===== config.mk =====
export PLATFORM = sky130hd
export DESIGN_NAME = sbus_frame_decoder_autopolarity_unit
export DESIGN_NICKNAME = d
export VERILOG_FILES = /design/src/sbfd_pkg.sv /design/src/sbfd_front.sv /design/src/sbfd_queue.sv /design/src/sbfd_back.sv /design/src/sbus_frame_decoder_autopolarity_unit.sv
export SDC_FILE = /design/constraint.sdc
export NUM_CORES = 1
export LEC_CHECK = 0
export ABC_AREA = 1
export BUFFER_PORTS_ARGS = -buffer_cell sky130_fd_sc_hd__buf_2
export CORE_UTILIZATION = 50
export DETAILED_ROUTE_END_ITERATION = 16
export MAX_ROUTING_LAYER = met4
export PLACE_DENSITY = 0.67
export RECOVER_POWER = 50
export SYNTH_ARGS = -nofsm -noshare
export SYNTH_HDL_FRONTEND = slang
export SYNTH_SLANG_ARGS = --single-unit

===== constraint.sdc =====
create_clock -name aclk -period 41.2 [get_ports aclk]
set_clock_uncertainty 0.05 [all_clocks]
set_input_delay 8.24 -clock aclk [delete_from_list [all_inputs] [get_ports aclk]]
set_output_delay 8.24 -clock aclk [all_outputs]
set_load 0.005 [all_outputs]

===== src/sbfd_pkg.sv =====
// ----------------------------------------------------------------------------
// sbfd_pkg
// Shared types and constants for the serial-bus frame decoder with
// automatic line-polarity search.
// ----------------------------------------------------------------------------
package sbfd_pkg;

    localparam int unsigned BYTE_W        = 8;
    localparam int unsigned CHAN_W        = 11;
    localparam int unsigned CHAN_IDX_W    = 4;
    localparam int unsigned NUM_CHANNELS  = 16;
    localparam int unsigned TIMEOUT_W     = 16;
    localparam int unsigned POS_W         = 5;
    // frame byte index of the end marker (frame is 25 bytes, 0..24)
    localparam int unsigned END_POS       = 24;
    // stored bytes 1..23 (data plus flags)
    localparam int unsigned STORE_DEPTH   = 23;
    // bytes 1..22 hold the packed channel data
    localparam int unsigned PAYLOAD_BYTES = 22;
    localparam int unsigned PAYLOAD_W     = PAYLOAD_BYTES * BYTE_W;
    localparam int unsigned QUEUE_DEPTH   = 2;

    localparam logic [BYTE_W-1:0]    START_BYTE    = 8'h0F;
    localparam logic [BYTE_W-1:0]    END_BYTE      = 8'h00;
    localparam logic [TIMEOUT_W-1:0] TIMEOUT_RESET = 16'd350;
    localparam logic [TIMEOUT_W-1:0] COUNT_MAX     = 16'hFFFF;

    typedef enum logic {
        CMD_BYTE = 1'b0,
        CMD_TICK = 1'b1
    } cmd_t;

    typedef enum logic {
        KIND_CHANNEL  = 1'b0,
        KIND_POLARITY = 1'b1
    } kind_t;

    // one request from the front end to the output sequencer
    typedef struct packed {
        kind_t                kind;
        logic                 invert;
        logic [PAYLOAD_W-1:0] frame;
    } job_t;

endpackage


===== src/sbfd_front.sv =====
// ----------------------------------------------------------------------------
// sbfd_front
// Accepts bytes and ticks, tracks frame position, silence time and line
// polarity, and posts decode or polarity requests to the job queue.
// ----------------------------------------------------------------------------
module sbfd_front (
    input  logic                           aclk,
    input  logic                           aresetn,
    input  logic                           s_tvalid,
    output logic                           s_tready,
    input  logic [sbfd_pkg::BYTE_W-1:0]    s_tdata,
    input  logic                           s_tuser,
    input  logic                           cfg_valid,
    output logic                           cfg_ready,
    input  logic [sbfd_pkg::TIMEOUT_W-1:0] cfg_data,
    input  logic                           q_full,
    output logic                           push_valid,
    output sbfd_pkg::job_t                 push_job
);

    logic [sbfd_pkg::POS_W-1:0]     pos_reg, pos_next;
    logic [sbfd_pkg::TIMEOUT_W-1:0] count_reg, count_next;
    logic [sbfd_pkg::TIMEOUT_W-1:0] timeout_reg;
    logic                           invert_reg, invert_next;
    logic [sbfd_pkg::BYTE_W-1:0]    store_reg [sbfd_pkg::STORE_DEPTH];
    logic [sbfd_pkg::TIMEOUT_W-1:0] count_inc;
    logic                           accept;
    logic                           shift_en;

    assign s_tready  = !q_full;
    assign cfg_ready = 1'b1;
    assign accept    = s_tvalid && s_tready;
    assign count_inc = (count_reg == sbfd_pkg::COUNT_MAX) ? count_reg
                                                          : count_reg + 1'b1;

    always_comb begin
        pos_next      = pos_reg;
        count_next    = count_reg;
        invert_next   = invert_reg;
        shift_en      = 1'b0;
        push_valid    = 1'b0;
        push_job.kind = sbfd_pkg::KIND_CHANNEL;
        if (accept) begin
            if (sbfd_pkg::cmd_t'(s_tuser) == sbfd_pkg::CMD_TICK) begin
                count_next = count_inc;
                if (count_inc > timeout_reg) begin
                    // flip polarity, drop any partial frame
                    invert_next   = !invert_reg;
                    count_next    = '0;
                    pos_next      = '0;
                    push_valid    = 1'b1;
                    push_job.kind = sbfd_pkg::KIND_POLARITY;
                end
            end else if (pos_reg == '0) begin
                if (s_tdata == sbfd_pkg::START_BYTE) begin
                    pos_next = sbfd_pkg::POS_W'(1);
                end
            end else if (pos_reg != sbfd_pkg::POS_W'(sbfd_pkg::END_POS)) begin
                shift_en = 1'b1;
                pos_next = pos_reg + 1'b1;
            end else begin
                pos_next = '0;
                if (s_tdata == sbfd_pkg::END_BYTE) begin
                    count_next = '0;
                    push_valid = 1'b1;
                end
            end
        end
        push_job.invert = invert_next;
        for (int i = 0; i < sbfd_pkg::PAYLOAD_BYTES; i++) begin
            push_job.frame[i*sbfd_pkg::BYTE_W +: sbfd_pkg::BYTE_W] = store_reg[i];
        end
    end

    always_ff @(posedge aclk) begin
        if (!aresetn) begin
            pos_reg     <= '0;
            count_reg   <= '0;
            invert_reg  <= 1'b1;
            timeout_reg <= sbfd_pkg::TIMEOUT_RESET;
        end else begin
            pos_reg    <= pos_next;
            count_reg  <= count_next;
            invert_reg <= invert_next;
            if (cfg_valid && cfg_ready) begin
                timeout_reg <= cfg_data;
            end
        end
    end

    // frame bytes enter at the top; after 23 bytes entry 0 holds frame byte 1
    always_ff @(posedge aclk) begin
        if (shift_en) begin
            for (int i = 0; i < sbfd_pkg::STORE_DEPTH - 1; i++) begin
                store_reg[i] <= store_reg[i+1];
            end
            store_reg[sbfd_pkg::STORE_DEPTH-1] <= s_tdata;
        end
    end

endmodule


===== src/sbfd_queue.sv =====
// ----------------------------------------------------------------------------
// sbfd_queue
// Short FIFO of decode and polarity requests between front end and
// output sequencer.
// ----------------------------------------------------------------------------
module sbfd_queue #(
    parameter int unsigned DEPTH = sbfd_pkg::QUEUE_DEPTH
) (
    input  logic           aclk,
    input  logic           aresetn,
    input  logic           push_valid,
    input  sbfd_pkg::job_t push_job,
    output logic           full,
    input  logic           pop,
    output logic           pop_valid,
    output sbfd_pkg::job_t pop_job
);

    localparam int unsigned PTR_W = (DEPTH > 1) ? $clog2(DEPTH) : 1;
    localparam int unsigned CNT_W = $clog2(DEPTH + 1);

    sbfd_pkg::job_t    entry_reg [DEPTH];
    logic [PTR_W-1:0]  wr_ptr_reg, wr_ptr_next;
    logic [PTR_W-1:0]  rd_ptr_reg, rd_ptr_next;
    logic [CNT_W-1:0]  count_reg, count_next;
    logic              do_push, do_pop;

    assign full      = (count_reg == CNT_W'(DEPTH));
    assign pop_valid = (count_reg != '0);
    assign pop_job   = entry_reg[rd_ptr_reg];
    assign do_push   = push_valid && !full;
    assign do_pop    = pop && pop_valid;

    always_comb begin
        wr_ptr_next = wr_ptr_reg;
        rd_ptr_next = rd_ptr_reg;
        count_next  = count_reg;
        if (do_push) begin
            wr_ptr_next = (wr_ptr_reg == PTR_W'(DEPTH - 1)) ? '0 : wr_ptr_reg + 1'b1;
        end
        if (do_pop) begin
            rd_ptr_next = (rd_ptr_reg == PTR_W'(DEPTH - 1)) ? '0 : rd_ptr_reg + 1'b1;
        end
        if (do_push && !do_pop) begin
            count_next = count_reg + 1'b1;
        end else if (do_pop && !do_push) begin
            count_next = count_reg - 1'b1;
        end
    end

    always_ff @(posedge aclk) begin
        if (!aresetn) begin
            wr_ptr_reg <= '0;
            rd_ptr_reg <= '0;
            count_reg  <= '0;
        end else begin
            wr_ptr_reg <= wr_ptr_next;
            rd_ptr_reg <= rd_ptr_next;
            count_reg  <= count_next;
        end
    end

    always_ff @(posedge aclk) begin
        if (do_push) begin
            entry_reg[wr_ptr_reg] <= push_job;
        end
    end

    a_no_push_when_full: assert property (@(posedge aclk) disable iff (!aresetn)
        !(push_valid && full))
        else $error("request pushed into full queue");

endmodule


===== src/sbfd_back.sv =====
// ----------------------------------------------------------------------------
// sbfd_back
// Takes requests from the queue and emits results: sixteen unpacked
// channels for a frame, or one polarity report.
// ----------------------------------------------------------------------------
module sbfd_back (
    input  logic                       aclk,
    input  logic                       aresetn,
    input  logic                       q_valid,
    input  sbfd_pkg::job_t             q_job,
    output logic                       q_pop,
    output logic                       m_tvalid,
    input  logic                       m_tready,
    output logic [15:0]                m_tdata,
    output logic                       m_tuser,
    output logic                       m_tlast
);

    localparam int unsigned CW = sbfd_pkg::CHAN_W;
    localparam int unsigned IW = sbfd_pkg::CHAN_IDX_W;
    localparam logic [IW-1:0] LAST_CH = IW'(sbfd_pkg::NUM_CHANNELS - 1);

    logic                           busy_reg, busy_next;
    logic [sbfd_pkg::PAYLOAD_W-1:0] work_reg, work_next;
    logic [IW-1:0]                  ch_reg, ch_next;
    sbfd_pkg::kind_t                kind_reg, kind_next;
    logic                           inv_reg, inv_next;

    logic                           m_valid_reg, m_valid_next;
    sbfd_pkg::kind_t                m_kind_reg, m_kind_next;
    logic [IW-1:0]                  m_index_reg, m_index_next;
    logic [CW-1:0]                  m_value_reg, m_value_next;
    logic                           m_last_reg, m_last_next;
    logic                           m_inv_reg, m_inv_next;
    logic                           out_free;
    logic                           is_pol;

    assign out_free = !m_valid_reg || m_tready;
    assign q_pop    = !busy_reg && q_valid;
    assign is_pol   = (kind_reg == sbfd_pkg::KIND_POLARITY);

    always_comb begin
        busy_next    = busy_reg;
        work_next    = work_reg;
        ch_next      = ch_reg;
        kind_next    = kind_reg;
        inv_next     = inv_reg;
        m_valid_next = m_valid_reg;
        m_kind_next  = m_kind_reg;
        m_index_next = m_index_reg;
        m_value_next = m_value_reg;
        m_last_next  = m_last_reg;
        m_inv_next   = m_inv_reg;
        if (busy_reg && out_free) begin
            m_valid_next = 1'b1;
            m_kind_next  = kind_reg;
            m_index_next = is_pol ? '0 : ch_reg;
            m_value_next = is_pol ? '0 : work_reg[CW-1:0];
            m_last_next  = is_pol || (ch_reg == LAST_CH);
            m_inv_next   = inv_reg;
            // advance to next channel
            work_next    = work_reg >> CW;
            ch_next      = ch_reg + 1'b1;
            if (is_pol || (ch_reg == LAST_CH)) begin
                busy_next = 1'b0;
            end
        end else if (out_free) begin
            m_valid_next = 1'b0;
        end
        if (q_pop) begin
            busy_next = 1'b1;
            work_next = q_job.frame;
            ch_next   = '0;
            kind_next = q_job.kind;
            inv_next  = q_job.invert;
        end
    end

    always_ff @(posedge aclk) begin
        if (!aresetn) begin
            busy_reg    <= 1'b0;
            m_valid_reg <= 1'b0;
        end else begin
            busy_reg    <= busy_next;
            m_valid_reg <= m_valid_next;
        end
    end

    always_ff @(posedge aclk) begin
        work_reg    <= work_next;
        ch_reg      <= ch_next;
        kind_reg    <= kind_next;
        inv_reg     <= inv_next;
        m_kind_reg  <= m_kind_next;
        m_index_reg <= m_index_next;
        m_value_reg <= m_value_next;
        m_last_reg  <= m_last_next;
        m_inv_reg   <= m_inv_next;
    end

    assign m_tvalid = m_valid_reg;
    assign m_tuser  = m_kind_reg;
    assign m_tlast  = m_last_reg;
    assign m_tdata  = {m_inv_reg, m_value_reg, m_index_reg};

    a_pol_fields: assert property (@(posedge aclk) disable iff (!aresetn)
        (m_valid_reg && m_kind_reg == sbfd_pkg::KIND_POLARITY) |->
        (m_last_reg && m_index_reg == '0 && m_value_reg == '0))
        else $error("polarity report with bad fields");

    a_last_on_final_channel: assert property (@(posedge aclk) disable iff (!aresetn)
        (m_valid_reg && m_kind_reg == sbfd_pkg::KIND_CHANNEL) |->
        (m_last_reg == (m_index_reg == LAST_CH)))
        else $error("tlast not aligned to final channel");

    a_run_contiguous: assert property (@(posedge aclk) disable iff (!aresetn)
        (m_valid_reg && m_tready && m_kind_reg == sbfd_pkg::KIND_CHANNEL
         && !m_last_reg) |=>
        (m_valid_reg && m_kind_reg == sbfd_pkg::KIND_CHANNEL
         && m_index_reg == $past(m_index_reg) + 1'b1))
        else $error("channel run broken");

endmodule


===== src/sbus_frame_decoder_autopolarity_unit.sv =====
// ----------------------------------------------------------------------------
// sbus_frame_decoder_autopolarity_unit
// Serial-bus frame decoder with automatic line-polarity search.
// ----------------------------------------------------------------------------
// Input stream (s_*): one request per received byte (tuser = 0, byte in
// tdata[7:0]) or per millisecond tick (tuser = 1). A 25-byte frame opened by
// 0x0F and closed by 0x00 yields a run of sixteen 11-bit channel results;
// a bad end byte drops the frame. Ticks with no good frame for longer than
// the silence timeout flip the polarity flag and yield one report (tuser = 1).
// Output stream (m_*): tdata = {invert, channel_value, channel_index},
// tuser = kind, tlast marks the end of a run.
// Config channel (cfg_*): writes the 16-bit silence timeout, always ready.
// A result run leaves via the request queue, the sequencer's work registers
// and the output register; the run then streams one channel per cycle while
// m_tready is high. The output sequencer takes no new request until it has
// emitted a frame's last channel or the polarity report.
// A 2-entry request queue lets the front keep accepting while the output is
// stalled; s_tready drops only when that queue is full.
// Reset: polarity flag set (inverted), hunting for start, counter cleared,
// timeout back to 350.
// ----------------------------------------------------------------------------
module sbus_frame_decoder_autopolarity_unit #(
    parameter int unsigned QUEUE_DEPTH = sbfd_pkg::QUEUE_DEPTH
) (
    input  logic                           aclk,
    input  logic                           aresetn,
    input  logic                           s_tvalid,
    output logic                           s_tready,
    input  logic [7:0]                     s_tdata,   // [7:0] data_byte
    input  logic                           s_tuser,   // [0] command
    output logic                           m_tvalid,
    input  logic                           m_tready,
    output logic [15:0]                    m_tdata,   // [3:0] channel_index,
                                                      // [14:4] channel_value,
                                                      // [15] invert
    output logic                           m_tuser,   // [0] kind
    output logic                           m_tlast,
    input  logic                           cfg_valid,
    output logic                           cfg_ready,
    input  logic [sbfd_pkg::TIMEOUT_W-1:0] cfg_data
);

    logic           q_full;
    logic           push_valid;
    sbfd_pkg::job_t push_job;
    logic           q_pop;
    logic           q_valid;
    sbfd_pkg::job_t q_job;

    sbfd_front u_front (
        .aclk       (aclk),
        .aresetn    (aresetn),
        .s_tvalid   (s_tvalid),
        .s_tready   (s_tready),
        .s_tdata    (s_tdata),
        .s_tuser    (s_tuser),
        .cfg_valid  (cfg_valid),
        .cfg_ready  (cfg_ready),
        .cfg_data   (cfg_data),
        .q_full     (q_full),
        .push_valid (push_valid),
        .push_job   (push_job)
    );

    sbfd_queue #(
        .DEPTH (QUEUE_DEPTH)
    ) u_queue (
        .aclk       (aclk),
        .aresetn    (aresetn),
        .push_valid (push_valid),
        .push_job   (push_job),
        .full       (q_full),
        .pop        (q_pop),
        .pop_valid  (q_valid),
        .pop_job    (q_job)
    );

    sbfd_back u_back (
        .aclk     (aclk),
        .aresetn  (aresetn),
        .q_valid  (q_valid),
        .q_job    (q_job),
        .q_pop    (q_pop),
        .m_tvalid (m_tvalid),
        .m_tready (m_tready),
        .m_tdata  (m_tdata),
        .m_tuser  (m_tuser),
        .m_tlast  (m_tlast)
    );

endmodule

==> results.yml <==
status:
  status: "finished with violations"
  violations: "capacitance limit, slew limit"
sta:
  hold_ws_ps: 371.8
  fmax_ghz: 0.06230
  layout_setup_ws_ps: 25150
  rsz0062_at_grt: "false"
  hold_violations: 0
  drv_slew: 785
  slew_headroom_pct: -571.7
  period_minus_slack_ps: 16050
  worst_slew_pin_slew_ps: 10080
  fin_tns_setup_ps: 0
  setup_viol: 0
  period_share_pct: 38.96
clocking:
  holdBufCountCts: 0
  cts_tree: "built"
  cts.htree.levels: 3
  cts_resized: 0
  cts-root-buf: "clkbuf_16"
  clk_latency_ps: 600
  cts_setup_buffers: 0
  numCtsBuffers: 74
  path_clk_slew_ps: 60
  cts.sinks: 785
  clockBufferDepth: 3
hold_path:
  hold_path_startpoint: "u_front.store_reg[2][49]$_DFFE_PP_"
  min_path_cells: 0
  hold_class: "register to register"
  hold_end: "u_front.store_reg[2][41]$_DFFE_PP_"
route:
  drt_first_pass_iters: 6
  ant_nets: 0
  drc: 0
  drtIter0Drc: 1069
  wl_um: 46600
  vias: 15100
  via_per_inst: 5.042
  wl_per_cell_um: 15.56
setup_path:
  r2r-end: "u_back.work_reg[70]$_DFFE_PP_"
  endpoint_kind: "register"
  rr_worst_depth: 3
  r2r_slack_ps: 29900
  required_ps: 41040
  cp_max_fo: 177
  startpoint_type: "input port"
  cp.arrival_ps: 15890
  critical_path_class: "input port to register"
placement:
  dpl.hpwl_um: 24910
  dp.cells: 2861
  placed_cell_area_um2: 30170
  port_buffers: 49
  gp_congestion: 0.7509
  pre_cts_slack_ps: 28600
power_and_ir_drop:
  p_leak_nw: 11.70
  power_mw: 2.213
  vdd_drop_max_mv: 0.1275
  p_per_area_nw_per_um2: 68.36
synth:
  syn_inst: 2126
  yosys_warnings: 0
  yosysUniqueCellTypes: 35
  synth_nets: 2177
  netlist_area_um2: 29210
  ys_ff_latch: 785
  avgSynthCellArea_um2: 13.74
  yosysSeqAreaShare_pct: 79.02
floorplan:
  core_area_um2: 57700
  dieArea_um2: 59390
  die_w_um: 243.7
  pin_count: 51
  initial_core_util_pct: 50.63
  dieHeight_um: 243.7
  rows: 88
cells_and_area:
  fin_cells: 2994
  design_area_um2: 32370
  final_common_cell: "edfxtp_1"
  finalNetCount: 2223
  fin_util_pct: 56.11
  largest_reg_flops: 356
  drive_gt1_share_pct: 8.528
  syn2layout_area_growth_pct: 10.82
  final_cell_mix: "736 x edfxtp_1, 417 x nand2_1, 365 x o21ai_0, 242 x inv_1, 75 x clkbuf_16"
global_route:
  antenna_found_initial: 1
  grt_max_degree: 260
  grt_pass1_wl_um: 76780
  grt_remaining_overflow: 0
  grt_pass1_vias: 15570
  grt_usage_pct: 16.64
job:
  drv_cap: 6
logic make-up after synthesis:
| family | count (synthesis) | synth area share (%) |
|---|---|---|
| compound gates | 422 | 7.295 |
| xor+xnor | 12 | 0.3598 |
| fa+ha+maj | 21 | 0.8995 |
| buf+inv | 339 | 4.540 |
| flops | 785 | 79.02 |
| mux | 13 | 0.5012 |
| other cells | 1 | 0.01284 |
| simple gates | 533 | 7.372 |
final cells by class:
| type | instances | area, um^2 |
|---|---|---|
| Fill cell | 4550 | 25320 |
| Tap cell | 765 | 957.2 |
| Multi-Input combinational cell | 1002 | 4817 |
| Antenna cell | 1 | 2.502 |
| Clock buffer | 95 | 1962 |
| Clock inverter | 37 | 297.8 |
| Timing Repair Buffer | 61 | 314.1 |
| Sequential cell | 785 | 23080 |
| Inverter | 248 | 938.4 |
synth_stat cells (all sizes together):
master	number	area share (%)
dfxtp	49	3.4
nand4	11	0.26
mux2	13	0.50
a21oi	51	0.91
clkinv	1	0.013
nor4	4	0.086
inv	247	3.2
buf	40	0.70
a21o	1	0.026
a31oi	1	0.021
nor3b	1	0.026
xor2	8	0.24
nand3	31	0.57
nor2	54	0.78
xnor2	4	0.12
ha	21	0.90
nand3b	2	0.051
nand2	425	5.5
nor3	5	0.086
a31o	1	0.030
o21ai	368	6.3
conb	1	0.013
clkbuf	51	0.66
edfxtp	736	76
power by group:
group	switching (mW)	total [mW]	leakage (nW)	internal, mW
registers	0.0525	1.17	7.21	1.12
logic	0.274	0.405	3.38	0.131
clock network	0.274	0.636	1.10	0.362
total	0.600	2.21	11.7	1.61
worst max-delay path by stage:
stage / cells past startpoint / end / startpoint / slack (ps)
floorplan: 3 / u_front.store_reg[0][0]$_DFFE_PP_ / s_tuser / 19420
global placement: 10 / u_queue.entry_reg[0][117]$_DFFE_PP_ / s_tuser / 28710
detailed placement: 10 / u_queue.entry_reg[0][120]$_DFFE_PP_ / s_tuser / 28600
CTS: 10 / u_queue.entry_reg[0][128]$_DFFE_PP_ / s_tuser / 29230
global route: 7 / u_back.ch_reg[1]$_SDFFE_PP0P_ / m_tready / 24290
finish: 6 / u_back.work_reg[12]$_DFFE_PP_ / m_tready / 25150
critical path: stages:
cell and delay [ps]:
buf_2 80, inv_1 30, nand2_1 70, nand2_1 120, nand2_4 90, clkbuf_1 6950
routing by layer:
metal	wire length (um)	global-route usage, %
met2	24470	29.20
met1	19400	19.37
met4	1139	5.165
met3	1578	3.029
met5	0	-
Power figures use the tool's default switching activity.
